--- config.mk ---
export PLATFORM = sky130hd
export DESIGN_NAME = sample_stats_min_max_mean_var_core
export DESIGN_NICKNAME = d
export VERILOG_FILES = /design/src/hw/rtl/ssmv_pkg.sv /design/src/hw/rtl/ssmv_div.sv /design/src/hw/rtl/ssmv_dp.sv /design/src/hw/rtl/ssmv_ctrl.sv /design/src/hw/rtl/sample_stats_min_max_mean_var_core.sv
export SDC_FILE = /design/constraint.sdc
export NUM_CORES = 2
export LEC_CHECK = 0
export BUFFER_PORTS_ARGS = -buffer_cell sky130_fd_sc_hd__buf_4
export CAP_MARGIN = 30
export CORE_AREA = 2 2 493 495
export CTS_CLUSTER_DIAMETER = 60
export DETAILED_ROUTE_END_ITERATION = 10
export DIE_AREA = 0 0 495 497
export SLEW_MARGIN = 20
export SYNTH_ARGS = -nofsm -noshare
export SYNTH_HDL_FRONTEND = slang
export SYNTH_SLANG_ARGS = --single-unit
--- constraint.sdc ---
create_clock -name clk -period 13.2 [get_ports clk]
set_clock_uncertainty 0.1 [all_clocks]
set_input_delay 1.32 -clock clk [delete_from_list [all_inputs] [get_ports clk]]
set_output_delay 1.32 -clock clk [all_outputs]
set_load 0.1 [all_outputs]
--- src/hw/rtl/ssmv_pkg.sv ---
package ssmv_pkg;

  // Sample handling
  localparam int MAX_READINGS = 65536;
  localparam int SAMPLE_WIDTH = 16;
  localparam int READING_W    = 16;
  localparam int CNT_W        = $clog2(MAX_READINGS + 1);

  // Accumulator widths, sized for 16-bit readings and up to 65536 of them
  localparam int SUM_W  = 33;
  localparam int ABS_W  = 32;
  localparam int SSQ_W  = 47;
  localparam int SQ_W   = 31;

  // Shared multiplier and divider
  localparam int MUL_W  = 32;
  localparam int PROD_W = 2 * MUL_W;
  localparam int DIV_W  = 64;
  localparam int DVS_W  = 34;
  localparam int DCNT_W = $clog2(DIV_W);
  localparam int VAR_W  = 31;

  typedef enum logic [1:0] {
    MUL_SUM_SQ,
    MUL_N_LO,
    MUL_N_HI,
    MUL_N_NM1
  } mul_sel_t;

  typedef enum logic [3:0] {
    ST_ACC,
    ST_ABS,
    ST_MB,
    ST_ML,
    ST_MH,
    ST_MD,
    ST_NUM,
    ST_DIVM,
    ST_WAITM,
    ST_DIVV,
    ST_WAITV,
    ST_OUT
  } state_t;

  typedef struct packed {
    logic     acc_en;
    logic     mul_en;
    mul_sel_t mul_sel;
    logic     b_load;
    logic     a_lo_load;
    logic     a_hi_add;
    logic     num_load;
    logic     div_start;
    logic     div_var;
    logic     mean_load;
    logic     var_load;
    logic     out_load;
  } dp_cmd_t;

  typedef struct packed {
    logic div_busy;
    logic div_done;
    logic out_free;
  } dp_sts_t;

endpackage

--- src/hw/rtl/ssmv_div.sv ---
module ssmv_div (
  input  logic                             clk,
  input  logic                             rst_n,
  input  logic                             start,
  input  logic [ssmv_pkg::DIV_W-1:0]       dividend,
  input  logic [ssmv_pkg::DVS_W-1:0]       divisor,
  output logic                             busy,
  output logic                             done,
  output logic [ssmv_pkg::DIV_W-1:0]       quotient
);

  logic [ssmv_pkg::DVS_W-1:0]  rem_r;
  logic [ssmv_pkg::DIV_W-1:0]  quo_r;
  logic [ssmv_pkg::DVS_W-1:0]  dvs_r;
  logic [ssmv_pkg::DCNT_W-1:0] cnt_r;
  logic                        busy_r;
  logic                        done_r;

  logic [ssmv_pkg::DVS_W:0]    shifted;
  logic [ssmv_pkg::DVS_W:0]    diff;
  logic                        ge;
  logic                        last_step;

  // Restoring division, one quotient bit per cycle
  assign shifted   = {rem_r, quo_r[ssmv_pkg::DIV_W-1]};
  assign diff      = shifted - {1'b0, dvs_r};
  assign ge        = shifted >= {1'b0, dvs_r};
  assign last_step = cnt_r == ssmv_pkg::DCNT_W'(ssmv_pkg::DIV_W - 1);

  always_ff @(posedge clk) begin
    if (!rst_n) begin
      busy_r <= 1'b0;
      done_r <= 1'b0;
      cnt_r  <= '0;
    end else begin
      done_r <= busy_r && last_step;
      if (start) begin
        busy_r <= 1'b1;
        cnt_r  <= '0;
      end else if (busy_r) begin
        cnt_r <= cnt_r + 1'b1;
        if (last_step) begin
          busy_r <= 1'b0;
        end
      end
    end
  end

  always_ff @(posedge clk) begin
    if (start) begin
      rem_r <= '0;
      quo_r <= dividend;
      dvs_r <= divisor;
    end else if (busy_r) begin
      rem_r <= ge ? diff[ssmv_pkg::DVS_W-1:0] : shifted[ssmv_pkg::DVS_W-1:0];
      quo_r <= {quo_r[ssmv_pkg::DIV_W-2:0], ge};
    end
  end

  assign busy     = busy_r;
  assign done     = done_r;
  assign quotient = quo_r;

endmodule

--- src/hw/rtl/ssmv_dp.sv ---
module ssmv_dp (
  input  logic                                  clk,
  input  logic                                  rst_n,
  input  ssmv_pkg::dp_cmd_t                     cmd,
  output ssmv_pkg::dp_sts_t                     sts,
  input  logic                                  in_valid,
  input  logic signed [ssmv_pkg::READING_W-1:0] in_reading,
  output logic                                  out_valid,
  input  logic                                  out_stall,
  output logic signed [ssmv_pkg::READING_W-1:0] out_min_value,
  output logic signed [ssmv_pkg::READING_W-1:0] out_max_value,
  output logic signed [ssmv_pkg::READING_W-1:0] out_mean_value,
  output logic [ssmv_pkg::VAR_W-1:0]            out_sample_variance,
  output logic [ssmv_pkg::CNT_W-1:0]            out_reading_count,
  output logic                                  out_overflowed
);

  // Accumulators
  logic [ssmv_pkg::CNT_W-1:0]            cnt_r;
  logic signed [ssmv_pkg::READING_W-1:0] min_r;
  logic signed [ssmv_pkg::READING_W-1:0] max_r;
  logic signed [ssmv_pkg::SUM_W-1:0]     sum_r;
  logic [ssmv_pkg::SSQ_W-1:0]            ssq_r;
  logic [ssmv_pkg::SQ_W-1:0]             sq_r;
  logic                                  sq_pend_r;
  logic                                  drop_r;

  // Finishing datapath
  logic [ssmv_pkg::ABS_W-1:0]            abs_sum_r;
  logic                                  neg_r;
  logic [ssmv_pkg::PROD_W-1:0]           prod_r;
  logic [ssmv_pkg::PROD_W-1:0]           a_r;
  logic [ssmv_pkg::PROD_W-1:0]           b_r;
  logic [ssmv_pkg::DIV_W-1:0]            num_r;
  logic [ssmv_pkg::DVS_W-1:0]            den_r;
  logic signed [ssmv_pkg::READING_W-1:0] mean_r;
  logic [ssmv_pkg::VAR_W-1:0]            var_r;

  // Result register
  logic                                  out_valid_r;
  logic signed [ssmv_pkg::READING_W-1:0] out_min_r;
  logic signed [ssmv_pkg::READING_W-1:0] out_max_r;
  logic signed [ssmv_pkg::READING_W-1:0] out_mean_r;
  logic [ssmv_pkg::VAR_W-1:0]            out_var_r;
  logic [ssmv_pkg::CNT_W-1:0]            out_cnt_r;
  logic                                  out_ovf_r;

  logic signed [ssmv_pkg::READING_W-1:0] x;
  logic signed [2*ssmv_pkg::READING_W-1:0] x_sq;
  logic                                  accept;
  logic                                  room;
  logic [ssmv_pkg::SUM_W-1:0]            sum_abs;
  logic [ssmv_pkg::MUL_W-1:0]            op_a;
  logic [ssmv_pkg::MUL_W-1:0]            op_b;
  logic [ssmv_pkg::DIV_W-1:0]            div_dividend;
  logic [ssmv_pkg::DVS_W-1:0]            div_divisor;
  logic [ssmv_pkg::DIV_W-1:0]            div_q;
  logic                                  div_busy;
  logic                                  div_done;

  // Only the low SAMPLE_WIDTH bits count, as a two's complement value
  assign x      = ssmv_pkg::READING_W'($signed(in_reading[ssmv_pkg::SAMPLE_WIDTH-1:0]));
  assign x_sq   = x * x;
  assign accept = in_valid && cmd.acc_en;
  assign room   = cnt_r != ssmv_pkg::CNT_W'(ssmv_pkg::MAX_READINGS);

  always_ff @(posedge clk) begin
    if (!rst_n) begin
      cnt_r     <= '0;
      min_r     <= '0;
      max_r     <= '0;
      sum_r     <= '0;
      ssq_r     <= '0;
      sq_pend_r <= 1'b0;
      drop_r    <= 1'b0;
    end else if (cmd.out_load) begin
      cnt_r     <= '0;
      min_r     <= '0;
      max_r     <= '0;
      sum_r     <= '0;
      ssq_r     <= '0;
      sq_pend_r <= 1'b0;
      drop_r    <= 1'b0;
    end else begin
      sq_pend_r <= accept && room;
      // square is summed into ssq_r in the cycle after its reading is taken
      if (sq_pend_r) begin
        ssq_r <= ssq_r + ssmv_pkg::SSQ_W'(sq_r);
      end
      if (accept) begin
        if (room) begin
          cnt_r <= cnt_r + 1'b1;
          sum_r <= sum_r + ssmv_pkg::SUM_W'(x);
          if (cnt_r == '0) begin
            min_r <= x;
            max_r <= x;
          end else begin
            if (x < min_r) min_r <= x;
            if (x > max_r) max_r <= x;
          end
        end else begin
          drop_r <= 1'b1;
        end
      end
    end
  end

  always_ff @(posedge clk) begin
    if (accept && room) begin
      sq_r <= x_sq[ssmv_pkg::SQ_W-1:0];
    end
  end

  // Magnitude of the sum, tracked every cycle
  assign sum_abs = sum_r[ssmv_pkg::SUM_W-1] ? -sum_r : sum_r;

  always_ff @(posedge clk) begin
    abs_sum_r <= sum_abs[ssmv_pkg::ABS_W-1:0];
    neg_r     <= sum_r[ssmv_pkg::SUM_W-1];
  end

  // Shared 32x32 multiplier
  always_comb begin
    unique case (cmd.mul_sel)
      ssmv_pkg::MUL_SUM_SQ: begin
        op_a = abs_sum_r;
        op_b = abs_sum_r;
      end
      ssmv_pkg::MUL_N_LO: begin
        op_a = ssmv_pkg::MUL_W'(cnt_r);
        op_b = ssq_r[ssmv_pkg::MUL_W-1:0];
      end
      ssmv_pkg::MUL_N_HI: begin
        op_a = ssmv_pkg::MUL_W'(cnt_r);
        op_b = ssmv_pkg::MUL_W'(ssq_r[ssmv_pkg::SSQ_W-1:ssmv_pkg::MUL_W]);
      end
      ssmv_pkg::MUL_N_NM1: begin
        op_a = ssmv_pkg::MUL_W'(cnt_r);
        op_b = ssmv_pkg::MUL_W'(cnt_r - 1'b1);
      end
      default: begin
        op_a = '0;
        op_b = '0;
      end
    endcase
  end

  always_ff @(posedge clk) begin
    if (cmd.mul_en) begin
      prod_r <= op_a * op_b;
    end
    if (cmd.b_load) begin
      b_r <= prod_r;
    end
    if (cmd.a_lo_load) begin
      a_r <= prod_r;
    end else if (cmd.a_hi_add) begin
      a_r <= a_r + {prod_r[ssmv_pkg::MUL_W-1:0], {ssmv_pkg::MUL_W{1'b0}}};
    end
    if (cmd.num_load) begin
      num_r <= (a_r >= b_r) ? ssmv_pkg::DIV_W'(a_r - b_r) : '0;
      den_r <= prod_r[ssmv_pkg::DVS_W-1:0];
    end
  end

  assign div_dividend = cmd.div_var ? num_r : ssmv_pkg::DIV_W'(abs_sum_r);
  assign div_divisor  = cmd.div_var ? den_r : ssmv_pkg::DVS_W'(cnt_r);

  ssmv_div u_div (
    .clk      (clk),
    .rst_n    (rst_n),
    .start    (cmd.div_start),
    .dividend (div_dividend),
    .divisor  (div_divisor),
    .busy     (div_busy),
    .done     (div_done),
    .quotient (div_q)
  );

  always_ff @(posedge clk) begin
    if (cmd.mean_load) begin
      mean_r <= neg_r ? -div_q[ssmv_pkg::READING_W-1:0] : div_q[ssmv_pkg::READING_W-1:0];
    end
    if (cmd.var_load) begin
      if (cnt_r <= ssmv_pkg::CNT_W'(1)) begin
        var_r <= '0;
      end else if (|div_q[ssmv_pkg::DIV_W-1:ssmv_pkg::VAR_W]) begin
        var_r <= '1;
      end else begin
        var_r <= div_q[ssmv_pkg::VAR_W-1:0];
      end
    end
  end

  // Output register
  always_ff @(posedge clk) begin
    if (!rst_n) begin
      out_valid_r <= 1'b0;
    end else if (cmd.out_load) begin
      out_valid_r <= 1'b1;
    end else if (!out_stall) begin
      out_valid_r <= 1'b0;
    end
  end

  always_ff @(posedge clk) begin
    if (cmd.out_load) begin
      out_min_r  <= min_r;
      out_max_r  <= max_r;
      out_mean_r <= mean_r;
      out_var_r  <= var_r;
      out_cnt_r  <= cnt_r;
      out_ovf_r  <= drop_r;
    end
  end

  assign sts.div_busy = div_busy;
  assign sts.div_done = div_done;
  assign sts.out_free = !out_valid_r || !out_stall;

  assign out_valid           = out_valid_r;
  assign out_min_value       = out_min_r;
  assign out_max_value       = out_max_r;
  assign out_mean_value      = out_mean_r;
  assign out_sample_variance = out_var_r;
  assign out_reading_count   = out_cnt_r;
  assign out_overflowed      = out_ovf_r;

`ifndef SYNTHESIS
  a_minmax_order: assert property (@(posedge clk) disable iff (!rst_n)
    (cnt_r != '0) |-> (min_r <= max_r))
    else $error("running min above running max");

  a_square_landed: assert property (@(posedge clk) disable iff (!rst_n)
    cmd.out_load |-> !sq_pend_r)
    else $error("result loaded before last square was summed");

  a_count_bound: assert property (@(posedge clk) disable iff (!rst_n)
    (accept && !room) |=> (drop_r && (cnt_r == $past(cnt_r))))
    else $error("reading taken beyond capacity");
`endif

endmodule

--- src/hw/rtl/ssmv_ctrl.sv ---
module ssmv_ctrl (
  input  logic              clk,
  input  logic              rst_n,
  input  logic              in_valid,
  input  logic              in_last,
  output logic              in_stall,
  input  ssmv_pkg::dp_sts_t sts,
  output ssmv_pkg::dp_cmd_t cmd
);

  ssmv_pkg::state_t state_r;
  ssmv_pkg::state_t state_nxt;

  always_ff @(posedge clk) begin
    if (!rst_n) begin
      state_r <= ssmv_pkg::ST_ACC;
    end else begin
      state_r <= state_nxt;
    end
  end

  always_comb begin
    state_nxt   = state_r;
    cmd         = '0;
    cmd.mul_sel = ssmv_pkg::MUL_SUM_SQ;
    unique case (state_r)
      ssmv_pkg::ST_ACC: begin
        cmd.acc_en = 1'b1;
        if (in_valid && in_last) state_nxt = ssmv_pkg::ST_ABS;
      end
      // sum magnitude and final square settle
      ssmv_pkg::ST_ABS: state_nxt = ssmv_pkg::ST_MB;
      ssmv_pkg::ST_MB: begin
        cmd.mul_en  = 1'b1;
        cmd.mul_sel = ssmv_pkg::MUL_SUM_SQ;
        state_nxt   = ssmv_pkg::ST_ML;
      end
      ssmv_pkg::ST_ML: begin
        cmd.mul_en  = 1'b1;
        cmd.mul_sel = ssmv_pkg::MUL_N_LO;
        cmd.b_load  = 1'b1;
        state_nxt   = ssmv_pkg::ST_MH;
      end
      ssmv_pkg::ST_MH: begin
        cmd.mul_en    = 1'b1;
        cmd.mul_sel   = ssmv_pkg::MUL_N_HI;
        cmd.a_lo_load = 1'b1;
        state_nxt     = ssmv_pkg::ST_MD;
      end
      ssmv_pkg::ST_MD: begin
        cmd.mul_en   = 1'b1;
        cmd.mul_sel  = ssmv_pkg::MUL_N_NM1;
        cmd.a_hi_add = 1'b1;
        state_nxt    = ssmv_pkg::ST_NUM;
      end
      ssmv_pkg::ST_NUM: begin
        cmd.num_load = 1'b1;
        state_nxt    = ssmv_pkg::ST_DIVM;
      end
      ssmv_pkg::ST_DIVM: begin
        cmd.div_start = 1'b1;
        state_nxt     = ssmv_pkg::ST_WAITM;
      end
      ssmv_pkg::ST_WAITM: begin
        if (sts.div_done) begin
          cmd.mean_load = 1'b1;
          state_nxt     = ssmv_pkg::ST_DIVV;
        end
      end
      ssmv_pkg::ST_DIVV: begin
        cmd.div_start = 1'b1;
        cmd.div_var   = 1'b1;
        state_nxt     = ssmv_pkg::ST_WAITV;
      end
      ssmv_pkg::ST_WAITV: begin
        if (sts.div_done) begin
          cmd.var_load = 1'b1;
          state_nxt    = ssmv_pkg::ST_OUT;
        end
      end
      ssmv_pkg::ST_OUT: begin
        if (sts.out_free) begin
          cmd.out_load = 1'b1;
          state_nxt    = ssmv_pkg::ST_ACC;
        end
      end
      default: state_nxt = ssmv_pkg::ST_ACC;
    endcase
  end

  assign in_stall = !cmd.acc_en;

`ifndef SYNTHESIS
  a_div_idle_start: assert property (@(posedge clk) disable iff (!rst_n)
    cmd.div_start |-> !sts.div_busy)
    else $error("divider started while busy");

  a_load_free: assert property (@(posedge clk) disable iff (!rst_n)
    cmd.out_load |-> sts.out_free)
    else $error("result register overwritten");

  a_last_ends_list: assert property (@(posedge clk) disable iff (!rst_n)
    (state_r == ssmv_pkg::ST_ACC && in_valid && in_last) |=> in_stall)
    else $error("input taken after last transaction of a list");
`endif

endmodule

--- src/hw/rtl/sample_stats_min_max_mean_var_core.sv ---
// Channel  Direction  Handshake            Payload
// in_      input      in_valid / in_stall  in_reading (s16 Q8.8), in_last
// out_     output     out_valid/out_stall  out_min_value, out_max_value, out_mean_value,
//                                          out_sample_variance, out_reading_count,
//                                          out_overflowed
//
// Readings that are not the last of a list go in at one per cycle.
// A last transaction starts the finishing sequence: the 64-step divider run twice
// (mean, then variance) behind four passes of one 32x32 multiplier. in_stall stays
// high until the result is loaded into the output register.
// Reset (rst_n low, synchronous) empties the accumulators and the result register.
// A stalled result waits in the output register; a new list is taken meanwhile,
// and the next result waits until that register frees up.
module sample_stats_min_max_mean_var_core (
  input  logic                                  clk,
  input  logic                                  rst_n,
  input  logic                                  in_valid,
  output logic                                  in_stall,
  input  logic signed [ssmv_pkg::READING_W-1:0] in_reading,
  input  logic                                  in_last,
  output logic                                  out_valid,
  input  logic                                  out_stall,
  output logic signed [ssmv_pkg::READING_W-1:0] out_min_value,
  output logic signed [ssmv_pkg::READING_W-1:0] out_max_value,
  output logic signed [ssmv_pkg::READING_W-1:0] out_mean_value,
  output logic [ssmv_pkg::VAR_W-1:0]            out_sample_variance,
  output logic [ssmv_pkg::CNT_W-1:0]            out_reading_count,
  output logic                                  out_overflowed
);

  // Controller sequences the finishing math; datapath holds accumulators,
  // multiplier, divider and result register.
  ssmv_pkg::dp_cmd_t cmd;
  ssmv_pkg::dp_sts_t sts;

  ssmv_ctrl u_ctrl (
    .clk      (clk),
    .rst_n    (rst_n),
    .in_valid (in_valid),
    .in_last  (in_last),
    .in_stall (in_stall),
    .sts      (sts),
    .cmd      (cmd)
  );

  ssmv_dp u_dp (
    .clk                 (clk),
    .rst_n               (rst_n),
    .cmd                 (cmd),
    .sts                 (sts),
    .in_valid            (in_valid),
    .in_reading          (in_reading),
    .out_valid           (out_valid),
    .out_stall           (out_stall),
    .out_min_value       (out_min_value),
    .out_max_value       (out_max_value),
    .out_mean_value      (out_mean_value),
    .out_sample_variance (out_sample_variance),
    .out_reading_count   (out_reading_count),
    .out_overflowed      (out_overflowed)
  );

endmodule

==> metrics.cfg <==
[yosys]
synth_edf_count=562
yosys-top-cells-count=inv_1, fa_1, nand2_1
ys_seq_area_share_pct=25.9
synth_area_per_cell_um2=9.59
netlist_area_um2=81400
synth_compound_area_share_pct=10.3
synthFlopType=edfxtp_1
async_reset_ff_share_pct=0
yosys_register_bits=773
synthAdderAreaFrac_pct=36.6
post-synth-top-count-cell=inv_1
synth_top_cell_by_area=fa_1
synth_xor_area_share_pct=3.54
synth_top_family_by_area=adder cells
syn_nets=10200
synth.area.top_cells=fa_1, edfxtp_1, ha_1, inv_1, dfxtp_1
yosys_warnings=0
synthCells=8496
synth_mux_area_share_pct=1.54
synth-simple-area-share_pct=13.6
synth.distinct_cells=116
synth_top_cell_area_share_pct=27.8

[outcome]
status=completed

[detailed_routing]
wire_per_inst_um=22.2
num_vias=61100
post_drt_via_cell_ratio=5.21
drt_wl_total_um=260000
antenna_left=0
firstDrtPassIters=8
first_iter_violations=5099
drcViolationCount=0

[floorplanning]
num_rows=180
dieWidth_um=495
initial_core_util_pct=33.9
fp.dieArea_um2=246000
boundaryPins=120
die_h_um=497
core_area_um2=240000

[cts]
clock_insertion_delay_worst_skew_ns=0.74
cts_resized=0
clk_pin_slew_ns=0.07
cts.sinks=773
cts_tree=done
cts_made_buffers=89
h-tree-depth=3
cts_setup_buffers=0
cts.path.max_buffers=3
hold_buffers=0
root_buffer=clkbuf_16

[worst_setup_path]
critPathMaxFanout=36
critPathLaunch=u_ctrl.state_r[1]$_SDFFE_PN0P_
crit_type=flop to flop
worst_ep_arrival_time_ns=11.64
critPathMaxStageDelay_ns=0.67
required_ns=13.55
path_buf_inv=6
path_delay_family=adder cells
start_kind=flop
r2r_start=u_ctrl.state_r[1]$_SDFFE_PN0P_
end_kind=flop
crit_path_frequent_cell=fa_1
crit_slowest_cell=nand2_1

[placed_design]
place.gp.congestion=0.984
io_buffers=119
dp.final_hpwl_um=202000

[timing]
period_share_pct=85.5
fin_crit_ns=11.29
drv_slew=0
rsz0062_at_grt=no
hold_violations=0
slew_headroom_pct=27.4
fmax_ghz=0.0886
setup_violations=0
fin_tns_setup_ns=0
worstMarginPinSlew_ns=1.09

[global_routing]
grt-ovfl-total=0
grt_pass1_vias=63500
antenna_found_initial=8
grt_util_all_layers_pct=21.0
grt_max_degree=97
grt_pass1_wl_um=393000

[min_path]
hp-class=flop to flop
hp-start=u_dp.var_r[25]$_SDFFCE_PP0P_

[cells_and_area]
layout-drive-gt1-share_pct=5.94
final_nets=10200
fillers=24200
syn_to_final_growth_pct=9.33

[run]
drv_cap=0

## path summary, 6_finish.rpt
| kind | end | slack (ns) | depth (start not counted) |
|---|---|---|---|
| min | u_dp.out_sample_variance[25]$_DFFE_PP_ | 0.30 | 0 |
| max | u_dp.prod_r[62]$_DFFE_PP_ | 1.91 | 32 |
| min reg2reg | u_dp.out_sample_variance[25]$_DFFE_PP_ | 0.30 | 0 |
| max reg2reg | u_dp.prod_r[62]$_DFFE_PP_ | 1.91 | 32 |
## metrics by stage
stage	instance area, um^2	utilization (%)	cells	hold WS, ns	worst slack [ns]
floorplan	81400	-	8496	0.284	2.80
global placement	85800	35.8	11500	0.303	2.11
detailed placement	86000	35.8	11600	0.305	2.14
CTS	89000	37.1	11700	0.301	2.15
global route	89000	37.1	11700	0.309	1.50
finish	89000	37.1	11700	0.299	1.91
## metal layers
metal  track usage (%)  wire, um
met1              27.4    108000
met2              33.4    118000
met3              4.48     20300
met4              8.99     12800
met5                 0        34
## cells in the final DEF (no fill, tap or decap), types with 207 or more instances in the layout
master,count
inv_1,1446
fa_1,1132
nand2_1,945
nor2_1,742
ha_1,573
edfxtp_1,562
a21oi_1,385
o21ai_0,243
buf_4,234
xnor2_1,214
and2_1,207
## worst reg2reg max path, delay by kind of cell, from the launching register on
family | cells | cell delay (ns)
compound gates | 9 | 2.73
flops | 1 | 0.50
buf+inv | 6 | 0.97
xor+xnor | 1 | 0.13
fa+ha+maj | 9 | 4.14
simple gates | 7 | 2.48
## layout make-up
cell class                 count  area (um^2)  area share, %
multi-input combinational   5897        53500           60.1
sequential                   773        21100           23.7
inverter                    1458         5480           6.15
tap                         3185         3990           4.48
clock buffer                 109         2430           2.73
timing repair buffer         245         1930           2.17
clock inverter                58          581          0.652
antenna                        4         10.0         0.0112
## kinds of logic after synthesis
family	after synthesis
fa+ha+maj	1705
buf+inv	1826
mux	125
flops	773
compound gates	1292
xor+xnor	329
simple gates	2446
## registers in the layout (all words and copies together), names as in the netlist, 17 cells and up
| register | count |
|---|---|
| u_dp.prod_r | 64 |
| u_dp.u_div.quotient | 64 |
| u_dp.den_r | 34 |
| u_dp.num_r | 64 |
| u_dp.b_r | 64 |
| u_dp.out_reading_count | 17 |
| u_dp.var_r | 31 |
| u_dp.abs_sum_r | 32 |
| u_dp.a_r | 64 |
| u_dp.out_sample_variance | 31 |
| u_dp.u_div.rem_r | 34 |
| u_dp.u_div.dvs_r | 34 |
| u_dp.cnt_r | 17 |
| u_dp.sq_r | 30 |
| u_dp.ssq_r | 47 |
| u_dp.sum_r | 33 |
Power is not shown: default switching activity piles up to over one toggle a cycle in this logic, so the estimate is an artifact.
